File: config.mk
export PLATFORM = sky130hd
export DESIGN_NAME = bencode_byte_tokenizer_top
export DESIGN_NICKNAME = d
export VERILOG_FILES = /design/src/design/bbt_pkg.sv /design/src/design/bbt_front.sv /design/src/design/bbt_queue.sv /design/src/design/bbt_back.sv /design/src/design/bencode_byte_tokenizer_top.sv
export SDC_FILE = /design/constraint.sdc
export NUM_CORES = 1
export LEC_CHECK = 0
export BUFFER_PORTS_ARGS = -buffer_cell sky130_fd_sc_hd__buf_2
export CELL_PAD_IN_SITES_DETAIL_PLACEMENT = 0
export CELL_PAD_IN_SITES_GLOBAL_PLACEMENT = 2
export CORE_MARGIN = 4
export CORE_UTILIZATION = 42
export DETAILED_ROUTE_END_ITERATION = 12
export GPL_ROUTABILITY_DRIVEN = 0
export PLACE_DENSITY_LB_ADDON = 0.15
export SETUP_SLACK_MARGIN = 0.1
export SLEW_MARGIN = 5
export SYNTH_ARGS = -nofsm -noshare
export SYNTH_HDL_FRONTEND = slang
export SYNTH_HIERARCHICAL = 1
export SYNTH_SLANG_ARGS = --single-unit
File: constraint.sdc
create_clock -name clk -period 11 [get_ports clk]
set_clock_uncertainty 0.05 [all_clocks]
set_input_delay 2.75 -clock clk [delete_from_list [all_inputs] [get_ports clk]]
set_output_delay 2.75 -clock clk [all_outputs]
set_load 0.005 [all_outputs]
File: src/design/bbt_pkg.sv
package bbt_pkg;

    // width of the string length limit and of the payload countdown
    localparam int STRING_LENGTH_BITS = 31;
    // width of the string_length result field
    localparam int LEN_OUT_W = 31;
    // integer accumulator width
    localparam int ACC_W = 64;
    // a length below the limit times ten plus a digit fits here
    localparam int STR_ACC_W = STRING_LENGTH_BITS + 4;

    localparam logic [STRING_LENGTH_BITS-1:0] LIMIT_RESET =
        STRING_LENGTH_BITS'(64'd2147483647);

    // largest magnitude that may still take one more digit
    localparam logic [ACC_W-1:0] MAG_TENTH = 64'd922337203685477580;
    localparam logic [3:0] MAX_LAST_DIGIT = 4'd7;

    // decoupling queue, depth a power of two
    localparam int QUEUE_DEPTH = 4;
    localparam int QPTR_W = $clog2(QUEUE_DEPTH);

    // characters of the encoding
    localparam logic [7:0] CH_COLON = 8'h3A;
    localparam logic [7:0] CH_MINUS = 8'h2D;
    localparam logic [7:0] CH_ZERO  = 8'h30;
    localparam logic [7:0] CH_NINE  = 8'h39;
    localparam logic [7:0] CH_DICT  = 8'h64;
    localparam logic [7:0] CH_LIST  = 8'h6C;
    localparam logic [7:0] CH_END   = 8'h65;
    localparam logic [7:0] CH_INT   = 8'h69;

    typedef enum logic [2:0] {
        CLS_DICT,
        CLS_LIST,
        CLS_END,
        CLS_INT,
        CLS_DIGIT,
        CLS_MINUS,
        CLS_COLON,
        CLS_OTHER
    } cls_t;

    // classified byte handed from front to back
    typedef struct packed {
        cls_t       cls;
        logic [3:0] digit;
        logic [7:0] data;
        logic       last;
    } word_t;

    typedef enum logic [2:0] {
        PH_IDLE,
        PH_INT_START,
        PH_INT_DIGITS,
        PH_STR_LEN,
        PH_PAYLOAD,
        PH_SKIP
    } phase_t;

    typedef enum logic [2:0] {
        KIND_DICT   = 3'd0,
        KIND_LIST   = 3'd1,
        KIND_END    = 3'd2,
        KIND_INT    = 3'd3,
        KIND_HEADER = 3'd4,
        KIND_BYTE   = 3'd5,
        KIND_ERROR  = 3'd6
    } kind_t;

    typedef enum logic [2:0] {
        ERR_NONE      = 3'd0,
        ERR_LEAD      = 3'd1,
        ERR_COLON     = 3'd2,
        ERR_INT_END   = 3'd3,
        ERR_TOO_LONG  = 3'd4,
        ERR_TRUNCATED = 3'd5
    } err_t;

endpackage

File: src/design/bbt_front.sv
module bbt_front (
    input  logic           in_valid,
    output logic           in_ready,
    input  logic [7:0]     data_byte,
    input  logic           last_byte,
    output logic           push_valid,
    input  logic           push_ready,
    output bbt_pkg::word_t push_word
);
    import bbt_pkg::*;

    logic is_digit;

    // handshake straight onto the queue
    assign in_ready   = push_ready;
    assign push_valid = in_valid;

    // byte classification
    assign is_digit = (data_byte >= CH_ZERO) && (data_byte <= CH_NINE);

    always_comb
    begin
        push_word.data  = data_byte;
        push_word.last  = last_byte;
        push_word.digit = 4'(data_byte - CH_ZERO);
        if (is_digit)
        begin
            push_word.cls = CLS_DIGIT;
        end
        else
        begin
            case (data_byte)
                CH_DICT:  push_word.cls = CLS_DICT;
                CH_LIST:  push_word.cls = CLS_LIST;
                CH_END:   push_word.cls = CLS_END;
                CH_INT:   push_word.cls = CLS_INT;
                CH_MINUS: push_word.cls = CLS_MINUS;
                CH_COLON: push_word.cls = CLS_COLON;
                default:  push_word.cls = CLS_OTHER;
            endcase
        end
    end

endmodule

File: src/design/bbt_queue.sv
module bbt_queue (
    input  logic           clk,
    input  logic           rst_n,
    input  logic           push_valid,
    output logic           push_ready,
    input  bbt_pkg::word_t push_word,
    output logic           pop_valid,
    input  logic           pop_ready,
    output bbt_pkg::word_t pop_word
);
    import bbt_pkg::*;

    word_t             mem [QUEUE_DEPTH];
    logic [QPTR_W-1:0] wr_ptr_reg;
    logic [QPTR_W-1:0] wr_ptr_next;
    logic [QPTR_W-1:0] rd_ptr_reg;
    logic [QPTR_W-1:0] rd_ptr_next;
    logic [QPTR_W:0]   count_reg;
    logic [QPTR_W:0]   count_next;
    logic              do_push;
    logic              do_pop;

    assign push_ready = (count_reg != (QPTR_W+1)'(QUEUE_DEPTH));
    assign pop_valid  = (count_reg != '0);
    assign pop_word   = mem[rd_ptr_reg];
    assign do_push    = push_valid && push_ready;
    assign do_pop     = pop_valid && pop_ready;

    // pointer and fill count update
    always_comb
    begin
        wr_ptr_next = wr_ptr_reg;
        rd_ptr_next = rd_ptr_reg;
        count_next  = count_reg;
        if (do_push)
        begin
            wr_ptr_next = wr_ptr_reg + 1'b1;
        end
        if (do_pop)
        begin
            rd_ptr_next = rd_ptr_reg + 1'b1;
        end
        if (do_push && !do_pop)
        begin
            count_next = count_reg + 1'b1;
        end
        else if (!do_push && do_pop)
        begin
            count_next = count_reg - 1'b1;
        end
    end

    always_ff @(posedge clk or negedge rst_n)
    begin
        if (!rst_n)
        begin
            wr_ptr_reg <= '0;
            rd_ptr_reg <= '0;
            count_reg  <= '0;
        end
        else
        begin
            wr_ptr_reg <= wr_ptr_next;
            rd_ptr_reg <= rd_ptr_next;
            count_reg  <= count_next;
        end
    end

    // storage
    always_ff @(posedge clk)
    begin
        if (do_push)
        begin
            mem[wr_ptr_reg] <= push_word;
        end
    end

endmodule

File: src/design/bbt_back.sv
module bbt_back (
    input  logic                                   clk,
    input  logic                                   rst_n,
    input  logic                                   cfg_valid,
    output logic                                   cfg_ready,
    input  logic [bbt_pkg::STRING_LENGTH_BITS-1:0] cfg_data,
    input  logic                                   pop_valid,
    output logic                                   pop_ready,
    input  bbt_pkg::word_t                         pop_word,
    output logic                                   out_valid,
    input  logic                                   out_ready,
    output logic [2:0]                             kind,
    output logic signed [63:0]                     int_value,
    output logic [bbt_pkg::LEN_OUT_W-1:0]          str_len,
    output logic [7:0]                             payload_byte,
    output logic [2:0]                             error_code
);
    import bbt_pkg::*;

    logic [STRING_LENGTH_BITS-1:0] limit_reg;
    phase_t                        phase_reg;
    phase_t                        phase_next;
    logic [ACC_W-1:0]              acc_reg;
    logic [ACC_W-1:0]              acc_next;
    logic                          neg_reg;
    logic                          neg_next;
    logic                          ovf_reg;
    logic                          ovf_next;
    logic [STRING_LENGTH_BITS-1:0] rem_reg;
    logic [STRING_LENGTH_BITS-1:0] rem_next;
    logic                          out_valid_reg;
    logic                          out_valid_next;
    kind_t                         kind_reg;
    logic [ACC_W-1:0]              int_reg;
    logic [LEN_OUT_W-1:0]          len_reg;
    logic [7:0]                    pb_reg;
    err_t                          err_reg;

    logic                          take;
    logic                          emit;
    kind_t                         res_kind;
    logic [ACC_W-1:0]              res_int;
    logic [LEN_OUT_W-1:0]          res_len;
    logic [7:0]                    res_pb;
    err_t                          res_err;
    logic                          fail;
    err_t                          fail_code;

    logic [ACC_W-1:0]              limit_ext;
    logic [ACC_W-1:0]              digit_ext;
    logic [ACC_W-1:0]              int_acc10;
    logic                          int_ovf;
    logic [ACC_W-1:0]              int_mag;
    logic [STR_ACC_W-1:0]          str_acc;
    logic [STR_ACC_W-1:0]          str_acc10;
    logic [STRING_LENGTH_BITS-1:0] rem_dec;

    // configuration register, always writable
    assign cfg_ready = 1'b1;

    always_ff @(posedge clk or negedge rst_n)
    begin
        if (!rst_n)
        begin
            limit_reg <= LIMIT_RESET;
        end
        else if (cfg_valid)
        begin
            limit_reg <= cfg_data;
        end
    end

    // one queue word per cycle while the output register can take a result
    assign pop_ready = !out_valid_reg || out_ready;
    assign take      = pop_valid && pop_ready;

    // datapath helpers
    assign limit_ext = ACC_W'(limit_reg);
    assign digit_ext = ACC_W'(pop_word.digit);
    assign int_acc10 = (acc_reg << 3) + (acc_reg << 1) + digit_ext;
    assign int_ovf   = (acc_reg > MAG_TENTH) ||
                       ((acc_reg == MAG_TENTH) && (pop_word.digit > MAX_LAST_DIGIT));
    assign int_mag   = ovf_reg ? '0 : acc_reg;
    assign str_acc   = acc_reg[STR_ACC_W-1:0];
    assign str_acc10 = (str_acc << 3) + (str_acc << 1) + STR_ACC_W'(pop_word.digit);
    assign rem_dec   = rem_reg - 1'b1;

    // token state machine
    always_comb
    begin
        phase_next = phase_reg;
        acc_next   = acc_reg;
        neg_next   = neg_reg;
        ovf_next   = ovf_reg;
        rem_next   = rem_reg;
        emit       = 1'b0;
        res_kind   = KIND_DICT;
        res_int    = '0;
        res_len    = '0;
        res_pb     = '0;
        res_err    = ERR_NONE;
        fail       = 1'b0;
        fail_code  = ERR_NONE;

        if (take)
        begin
            case (phase_reg)
                PH_IDLE:
                begin
                    acc_next = '0;
                    neg_next = 1'b0;
                    ovf_next = 1'b0;
                    rem_next = '0;
                    case (pop_word.cls)
                        CLS_DICT:
                        begin
                            emit     = 1'b1;
                            res_kind = KIND_DICT;
                        end
                        CLS_LIST:
                        begin
                            emit     = 1'b1;
                            res_kind = KIND_LIST;
                        end
                        CLS_END:
                        begin
                            emit     = 1'b1;
                            res_kind = KIND_END;
                        end
                        CLS_INT:
                        begin
                            if (pop_word.last)
                            begin
                                fail      = 1'b1;
                                fail_code = ERR_TRUNCATED;
                            end
                            else
                            begin
                                phase_next = PH_INT_START;
                            end
                        end
                        CLS_DIGIT:
                        begin
                            if (pop_word.last)
                            begin
                                fail      = 1'b1;
                                fail_code = ERR_TRUNCATED;
                            end
                            else
                            begin
                                acc_next   = digit_ext;
                                ovf_next   = (digit_ext >= limit_ext);
                                phase_next = PH_STR_LEN;
                            end
                        end
                        default:
                        begin
                            fail      = 1'b1;
                            fail_code = ERR_LEAD;
                        end
                    endcase
                end

                PH_INT_START, PH_INT_DIGITS:
                begin
                    if (pop_word.cls == CLS_END)
                    begin
                        emit       = 1'b1;
                        res_kind   = KIND_INT;
                        res_int    = neg_reg ? (~int_mag + 1'b1) : int_mag;
                        phase_next = PH_IDLE;
                    end
                    else if ((phase_reg == PH_INT_START) && (pop_word.cls == CLS_MINUS))
                    begin
                        if (pop_word.last)
                        begin
                            fail      = 1'b1;
                            fail_code = ERR_TRUNCATED;
                        end
                        else
                        begin
                            neg_next   = 1'b1;
                            phase_next = PH_INT_DIGITS;
                        end
                    end
                    else if (pop_word.cls != CLS_DIGIT)
                    begin
                        fail      = 1'b1;
                        fail_code = ERR_INT_END;
                    end
                    else if (pop_word.last)
                    begin
                        fail      = 1'b1;
                        fail_code = ERR_TRUNCATED;
                    end
                    else
                    begin
                        if (!ovf_reg)
                        begin
                            if (int_ovf)
                            begin
                                ovf_next = 1'b1;
                            end
                            else
                            begin
                                acc_next = int_acc10;
                            end
                        end
                        phase_next = PH_INT_DIGITS;
                    end
                end

                PH_STR_LEN:
                begin
                    if (pop_word.cls == CLS_COLON)
                    begin
                        if (ovf_reg || (acc_reg >= limit_ext))
                        begin
                            fail      = 1'b1;
                            fail_code = ERR_TOO_LONG;
                        end
                        else if (acc_reg == '0)
                        begin
                            emit       = 1'b1;
                            res_kind   = KIND_HEADER;
                            phase_next = PH_IDLE;
                        end
                        else if (pop_word.last)
                        begin
                            fail      = 1'b1;
                            fail_code = ERR_TRUNCATED;
                        end
                        else
                        begin
                            emit       = 1'b1;
                            res_kind   = KIND_HEADER;
                            res_len    = acc_reg[LEN_OUT_W-1:0];
                            rem_next   = acc_reg[STRING_LENGTH_BITS-1:0];
                            phase_next = PH_PAYLOAD;
                        end
                    end
                    else if (pop_word.cls != CLS_DIGIT)
                    begin
                        fail      = 1'b1;
                        fail_code = ERR_COLON;
                    end
                    else if (pop_word.last)
                    begin
                        fail      = 1'b1;
                        fail_code = ERR_TRUNCATED;
                    end
                    else if (!ovf_reg)
                    begin
                        acc_next = ACC_W'(str_acc10);
                        ovf_next = (str_acc10 >= STR_ACC_W'(limit_reg));
                    end
                end

                PH_PAYLOAD:
                begin
                    rem_next = rem_dec;
                    if (pop_word.last && (rem_dec != '0))
                    begin
                        fail      = 1'b1;
                        fail_code = ERR_TRUNCATED;
                    end
                    else
                    begin
                        emit     = 1'b1;
                        res_kind = KIND_BYTE;
                        res_pb   = pop_word.data;
                        if (rem_dec == '0)
                        begin
                            phase_next = PH_IDLE;
                        end
                    end
                end

                PH_SKIP:
                begin
                    if (pop_word.last)
                    begin
                        phase_next = PH_IDLE;
                    end
                end

                default:
                begin
                    phase_next = PH_IDLE;
                end
            endcase

            // error report, then skip to the end of the buffer
            if (fail)
            begin
                emit       = 1'b1;
                res_kind   = KIND_ERROR;
                res_err    = fail_code;
                phase_next = pop_word.last ? PH_IDLE : PH_SKIP;
            end
        end
    end

    // output register occupancy
    always_comb
    begin
        if (take)
        begin
            out_valid_next = emit;
        end
        else if (out_ready)
        begin
            out_valid_next = 1'b0;
        end
        else
        begin
            out_valid_next = out_valid_reg;
        end
    end

    always_ff @(posedge clk or negedge rst_n)
    begin
        if (!rst_n)
        begin
            phase_reg     <= PH_IDLE;
            acc_reg       <= '0;
            neg_reg       <= 1'b0;
            ovf_reg       <= 1'b0;
            rem_reg       <= '0;
            out_valid_reg <= 1'b0;
        end
        else
        begin
            phase_reg     <= phase_next;
            acc_reg       <= acc_next;
            neg_reg       <= neg_next;
            ovf_reg       <= ovf_next;
            rem_reg       <= rem_next;
            out_valid_reg <= out_valid_next;
        end
    end

    // result word
    always_ff @(posedge clk)
    begin
        if (take && emit)
        begin
            kind_reg <= res_kind;
            int_reg  <= res_int;
            len_reg  <= res_len;
            pb_reg   <= res_pb;
            err_reg  <= res_err;
        end
    end

    assign out_valid     = out_valid_reg;
    assign kind          = kind_reg;
    assign int_value     = int_reg;
    assign str_len       = len_reg;
    assign payload_byte  = pb_reg;
    assign error_code    = err_reg;

endmodule

File: src/design/bencode_byte_tokenizer_top.sv
// bencode byte tokenizer
// input channel: in_valid/in_ready carry one buffer byte per word (data_byte)
// with last_byte set on the final byte of the buffer
// output channel: out_valid/out_ready carry one token word: kind, int_value,
// str_len, payload_byte and error_code; unused fields read zero
// configuration channel: cfg_valid/cfg_ready write the string length limit from
// cfg_data; cfg_ready is always high, write only while no buffer is in flight
// a byte that yields a token passes through the queue and then the output
// register; bytes inside lengths and integers give no token
// throughput: one byte per cycle while the output is not stalled; the state
// machine does a 64-bit multiply by ten and add with its overflow compare
// a four-word queue sits between byte classification and the state machine
// a stalled receiver holds the token in the output register; the queue then
// fills and in_ready drops once four bytes are waiting
// reset: state machine to idle, queue and output empty, limit 2147483647
module bencode_byte_tokenizer_top (
    input  logic                                   clk,
    input  logic                                   rst_n,
    input  logic                                   in_valid,
    output logic                                   in_ready,
    input  logic [7:0]                             data_byte,
    input  logic                                   last_byte,
    output logic                                   out_valid,
    input  logic                                   out_ready,
    output logic [2:0]                             kind,
    output logic signed [63:0]                     int_value,
    output logic [bbt_pkg::LEN_OUT_W-1:0]          str_len,
    output logic [7:0]                             payload_byte,
    output logic [2:0]                             error_code,
    input  logic                                   cfg_valid,
    output logic                                   cfg_ready,
    input  logic [bbt_pkg::STRING_LENGTH_BITS-1:0] cfg_data
);
    import bbt_pkg::*;

    logic  push_valid;
    logic  push_ready;
    word_t push_word;
    logic  pop_valid;
    logic  pop_ready;
    word_t pop_word;

    // byte classification
    bbt_front u_front (
        .in_valid   (in_valid),
        .in_ready   (in_ready),
        .data_byte  (data_byte),
        .last_byte  (last_byte),
        .push_valid (push_valid),
        .push_ready (push_ready),
        .push_word  (push_word)
    );

    // decoupling queue
    bbt_queue u_queue (
        .clk        (clk),
        .rst_n      (rst_n),
        .push_valid (push_valid),
        .push_ready (push_ready),
        .push_word  (push_word),
        .pop_valid  (pop_valid),
        .pop_ready  (pop_ready),
        .pop_word   (pop_word)
    );

    // token state machine and output register
    bbt_back u_back (
        .clk           (clk),
        .rst_n         (rst_n),
        .cfg_valid     (cfg_valid),
        .cfg_ready     (cfg_ready),
        .cfg_data      (cfg_data),
        .pop_valid     (pop_valid),
        .pop_ready     (pop_ready),
        .pop_word      (pop_word),
        .out_valid     (out_valid),
        .out_ready     (out_ready),
        .kind          (kind),
        .int_value     (int_value),
        .str_len       (str_len),
        .payload_byte  (payload_byte),
        .error_code    (error_code)
    );

    // error code present exactly on error tokens
    a_err_only_on_error: assert property (@(posedge clk) disable iff (!rst_n)
        out_valid && (kind != KIND_ERROR) |-> (error_code == ERR_NONE))
        else $error("error code on a non-error token");

    a_err_nonzero: assert property (@(posedge clk) disable iff (!rst_n)
        out_valid && (kind == KIND_ERROR) |-> (error_code != ERR_NONE))
        else $error("error token without a code");

    // payload bytes carry no integer or length
    a_byte_clean: assert property (@(posedge clk) disable iff (!rst_n)
        out_valid && (kind == KIND_BYTE) |-> (int_value == '0) && (str_len == '0))
        else $error("payload word with stray fields");

    // only integer tokens carry a value
    a_int_only: assert property (@(posedge clk) disable iff (!rst_n)
        out_valid && (kind != KIND_INT) |-> (int_value == '0))
        else $error("integer value on a non-integer token");

endmodule
# == Yosys cells after proc, flatten, opt, wreduce, memory -nomap -nowiden ==
# Memory sizes are Yosys's and may differ from the RTL's.
# Cells that the tools add are included.
# totals
ff_bits,248
ramBits,64
inputBits,45
wordCells,226
mem_count,1
# classes
add_sub_neg,11
n_lt_le_gt_ge,7
n_eq_ne,44
n_mux,103
bitwise_logic,5
n_reduce_logical,39
# mem_list
name,depth,word_bits,read_ports,rd_ports_with_merged_regs,wr,line_no,source
u_queue.mem,4,16,1,0,1,bbt_queue.sv:13,word_t mem [QUEUE_DEPTH];
# op_table
op,count
$mux 64,13
$pmux 64 s3,1
$mux 31,4
$mux 3,33
$pmux 31 s3,1
$add 64x1->64 const B,1
$add 64x4->64,1
$add 64x64->64,1
$eq 64x60->1 const B,1
$ge 64x31->1,1
$gt 64x60->1 const B,1
$logic_not 64->1,1
$not 64->64,1
$mux 1,37
$add 35x35->35,1
$add 35x4->35,1
$ge 35x31->1,1
$eq 8x7->1 const B,4
$ge 4x31->1,1
$logic_not 31->1,1
$reduce_bool 31->1,1
$sub 31x1->31 const B,1
$ne 2x2->1 const B,12
$pmux 3 s4,2
43 further kinds,87

# == Logic depth before layout (Yosys ltp) ==
# An unclocked memory read counts as a cell.
# logic_depth
ltp_word,11
depth_mapped,22

# == Cells and area by module ==
# Netlist, hierarchy kept.
# modules_own_cells
mod,n_inst,cells_per_inst,area_each_um2,seq_area_each_um2
bbt_back,1,2127,18447.7,6615.1
bbt_queue,1,119,2760.1,2097.0
bbt_front,1,37,269.0,0.0

# == Least setup slack after synthesis ==
# No wires, ideal clock.
# synth_timing
path_kind,input-to-reg
from,in out_ready
to,"reg u_back.err_reg[0], in the netlist u_back/error_code[0], enable pin"
setup_ns,0.462
arrival_time_ns,5.520
path_slack_ns,4.967
stages,5
n_path_buf,0
cell_sequence,nand2b_1 > nand2_1 > a21o_1 > a21o_1 > inv_1
# synth_via
elab_chain_cells,4
# synth_rtl
element,line_no,source
start: declaration,bencode_byte_tokenizer_top.sv:24,"input logic out_ready,"
$logic_or 1x1->1 *,bbt_back.sv:74,assign pop_ready = !out_valid_reg || out_ready;
$logic_and 1x1->1 *,bbt_back.sv:75,assign take = pop_valid && pop_ready;
$mux 1,bbt_back.sv:105,if (take)
$logic_and 1x1->1 *,bbt_back.sv:346,if (take && emit)
end signal: assignment,bbt_back.sv:352,err_reg <= res_err;
end: declaration,bbt_back.sv:37,err_t err_reg;
# Mark *: on every way between the ends. The rest lies on a longest branch, timed or not.
# A chain may end at the register's enable or synchronous reset.

==> results.cfg <==
[run_status]
status = finished clean

[clocking]
cts_setup_buffers = 0
htree_levels = 2
cts_tree = done
clock_sinks = 312
cts-root-buf = clkbuf_16
ctsHoldBuffers = 0
cts.path.max_buffers = 3
cts_buffers = 38
worstSkewPairLatency_ns = 0.58
cts_resized = 0
path_clk_slew_ns = 0.06

[floorplan]
die_y_um = 234
core_mm2 = 0.0504
num_rows = 82
ios = 157
start_util = 0.426
die_w_um = 234
dieArea_mm2 = 0.0548

[synth]
yosys.area_share.simple = 0.181
yosysWarnings = 6
synth-main-ff-cell = edfxtp_1
synth_compound_area_frac = 0.187
synth_fa_ha_area_frac = 0.116
netlist_area_mm2 = 0.0215
yosysMostFrequentCell = nand2_1
synth_common_cells = 268 x nand2_1, 195 x ha_1, 190 x nor2_1
ys_types = 98
netlist_instances = 2283
synth_top_family_by_area = compound AO/OA/AOI/OAI gates
async_reset_ff_frac = 0.446
synthMuxAreaShare = 0.0222
synth_top_area_frac = 0.242
yosys.area.top_type = edfxtp_1
synth.area.top_cells = edfxtp_1 24%, dfrtp_1 13%, ha_1 11%, nand2_1 4.7%, o21ai_0 4.4%
ys_seq_elements = 312
synth_edf_count = 173
syn_area_per_cell_um2 = 9.41
ys_seq_area_frac = 0.406
synth_xor_area_frac = 0.0449
synth_nets = 2526

[grt]
antenna_found_initial = 0
grtUsageTotal = 0.243
grt_pass1_vias = 17078
overflow = 0
grt_max_degree = 79
grt_pass1_wl_um = 103000

[route]
drt-initial-drc-count = 1586
route.detailed.drc = 0
ant_nets = 0
wl_per_cell_um = 22.1
avgViaCountPerCell = 5.85
vias = 17881
routed_wirelength_um = 67600
first_pass_iters = 5

[critical_path]
path_class = register to register
end_kind = register
r2r_end = u_back/ovf_reg
path_cells = mux4_1 -> fa_1 -> ha_1 -> a211oi_1 -> nor2_1 -> o311ai_0 -> nand2_1 -> nand3_1 -> o21bai_1 -> xor2_1 -> ha_1 -> a21o_1 -> a21o_1 -> a21oi_1 -> o21ai_0 -> a21o_1 -> a32o_1 -> o221ai_1 -> a41oi_1
slowest_delay_ns = 0.82
r2r_setup_slack_ns = 5.21
cp_common_cell = a21o_1
regToRegStartpoint = u_queue/rd_ptr_reg[1]
crit_required_ns = 11.40
r2r_cells = 19
cp.arrival_ns = 6.19
worstPathMaxFanout = 17
cpMaxStageDelayCell = dfrtp_1
cp-start-kind = register

[timing]
tns_ns = 0
fmax_mhz = 173
setup_violations = 0
slew_headroom = 0.151
finalHoldViolCount = 0
period_share = 0.527
slew_viol_final = 0
rsz0062_at_grt = false
period_minus_slack_ns = 5.79
worst_slew_pin_slew_ns = 1.27

[hold_path]
whs_path_depth = 2
hold_end = u_back/neg_reg
min_from = u_back/neg_reg
hold_class = register to register

[finish]
drive_gt1_frac = 0.132
area.growth.synth_to_final_pct = 11.0
final_util = 0.473
nets = 2598
fill_cells = 4880
final_cell_area_mm2 = 0.0238

[power_and_ir_drop]
power.density_mw_per_mm2 = 286
vdd_drop_max_uv = 216
intPower_mw = 3.66
p_leak_nw = 10.4
pwr-share-seq = 0.317
p_clk_frac = 0.184
power_switching_share = 0.464
switchingPower_mw = 3.17
combPwrFrac = 0.499

[job]
drv_cap = 0

[place]
placed_area_mm2 = 0.0226
dp_hpwl_um = 50300
placement.io_buffers = 155
==> power by group through the flow <==
stage               registers (mW)  clock network (mW)  logic [mW]
finish                        2.17                1.26        3.40
global route                  2.20                1.34        3.77
CTS                           2.16                1.28        3.39
detailed placement            2.19                   0        3.38
global placement              2.18                   0        3.34
floorplan                     2.00                   0        2.36
==> critical path, delay by kind of cell (launching register included) <==
family | cells | cell delay [ns]
AOI/OAI and AO/OA | 11 | 2.44
adders and majority gates | 3 | 1.10
DFF | 1 | 0.82
and+or+nand+nor | 3 | 0.56
muxes | 1 | 0.52
xor gates and xnor gates | 1 | 0.17
==> cells in the final DEF, fill, tap and decap left out, drive strengths merged, types with 20 or more instances in the layout <==
cell type    n
a211oi      25
a21o        67
a21oi      133
a31oi       20
and2        48
buf        170
clkbuf      52
dfrtp      108
dfstp       31
edfxtp     173
ha         195
inv         72
nand2      269
nand3       37
nand4       36
nor2       190
nor3        59
nor4        38
o21ai      229
o31ai       32
xnor2       62
xor2        48
==> area by class of cell <==
type	instances	area (um^2)	area share
Timing Repair Buffer	170	895	0.0375
Antenna cell	1	2.50	0.000105
Inverter	68	258	0.0108
Clock inverter	18	173	0.00724
Tap cell	672	841	0.0353
Sequential cell	312	8710	0.366
Clock buffer	52	1080	0.0451
Multi-Input combinational cell	1765	11900	0.498
==> per-layer routing <==
metal | share of wire | global-route usage
met5 | 0 | 0
met2 | 0.45 | 0.386
met4 | 0.020 | 0.0512
met3 | 0.054 | 0.0361
met1 | 0.47 | 0.354
==> how the worst max path moves through the flow <==
stage | startpoint | endpoint | slack, ns | cells after the start
finish | u_queue/rd_ptr_reg[1] | u_back/ovf_reg | 5.21 | 19
global route | u_queue/rd_ptr_reg[1] | u_back/ovf_reg | 4.90 | 19
CTS | u_queue/rd_ptr_reg[1] | u_back/ovf_reg | 5.22 | 19
detailed placement | out_ready | u_back/acc_reg[63] | 5.09 | 9
global placement | out_ready | u_back/acc_reg[63] | 5.23 | 9
floorplan | out_ready | u_back/error_code[0] | 4.97 | 5
==> stage by stage <==
step | instances | power [mW] | worst slack [ns] | hold WS (ns)
floorplan | 2283 | 4.36 | 4.97 | 0.441
global placement | 2987 | 5.52 | 5.23 | 0.439
detailed placement | 2987 | 5.56 | 5.09 | 0.448
CTS | 3057 | 6.83 | 5.22 | 0.462
global route | 3057 | 7.31 | 4.90 | 0.507
finish | 3058 | 6.82 | 5.21 | 0.461
==> cell families (layout without fill, tap and decap cells) <==
family,after synthesis,after routing
adder cells (fa/ha/maj),198,198
multiplexers,24,24
other,1,2
AND/OR/NAND/NOR,794,794
flip-flops,312,312
AO/OA/AOI/OAI,638,638
XOR/XNOR,110,110
buffers and inverters,206,308
Note: power is estimated with default switching activity, not from simulation.
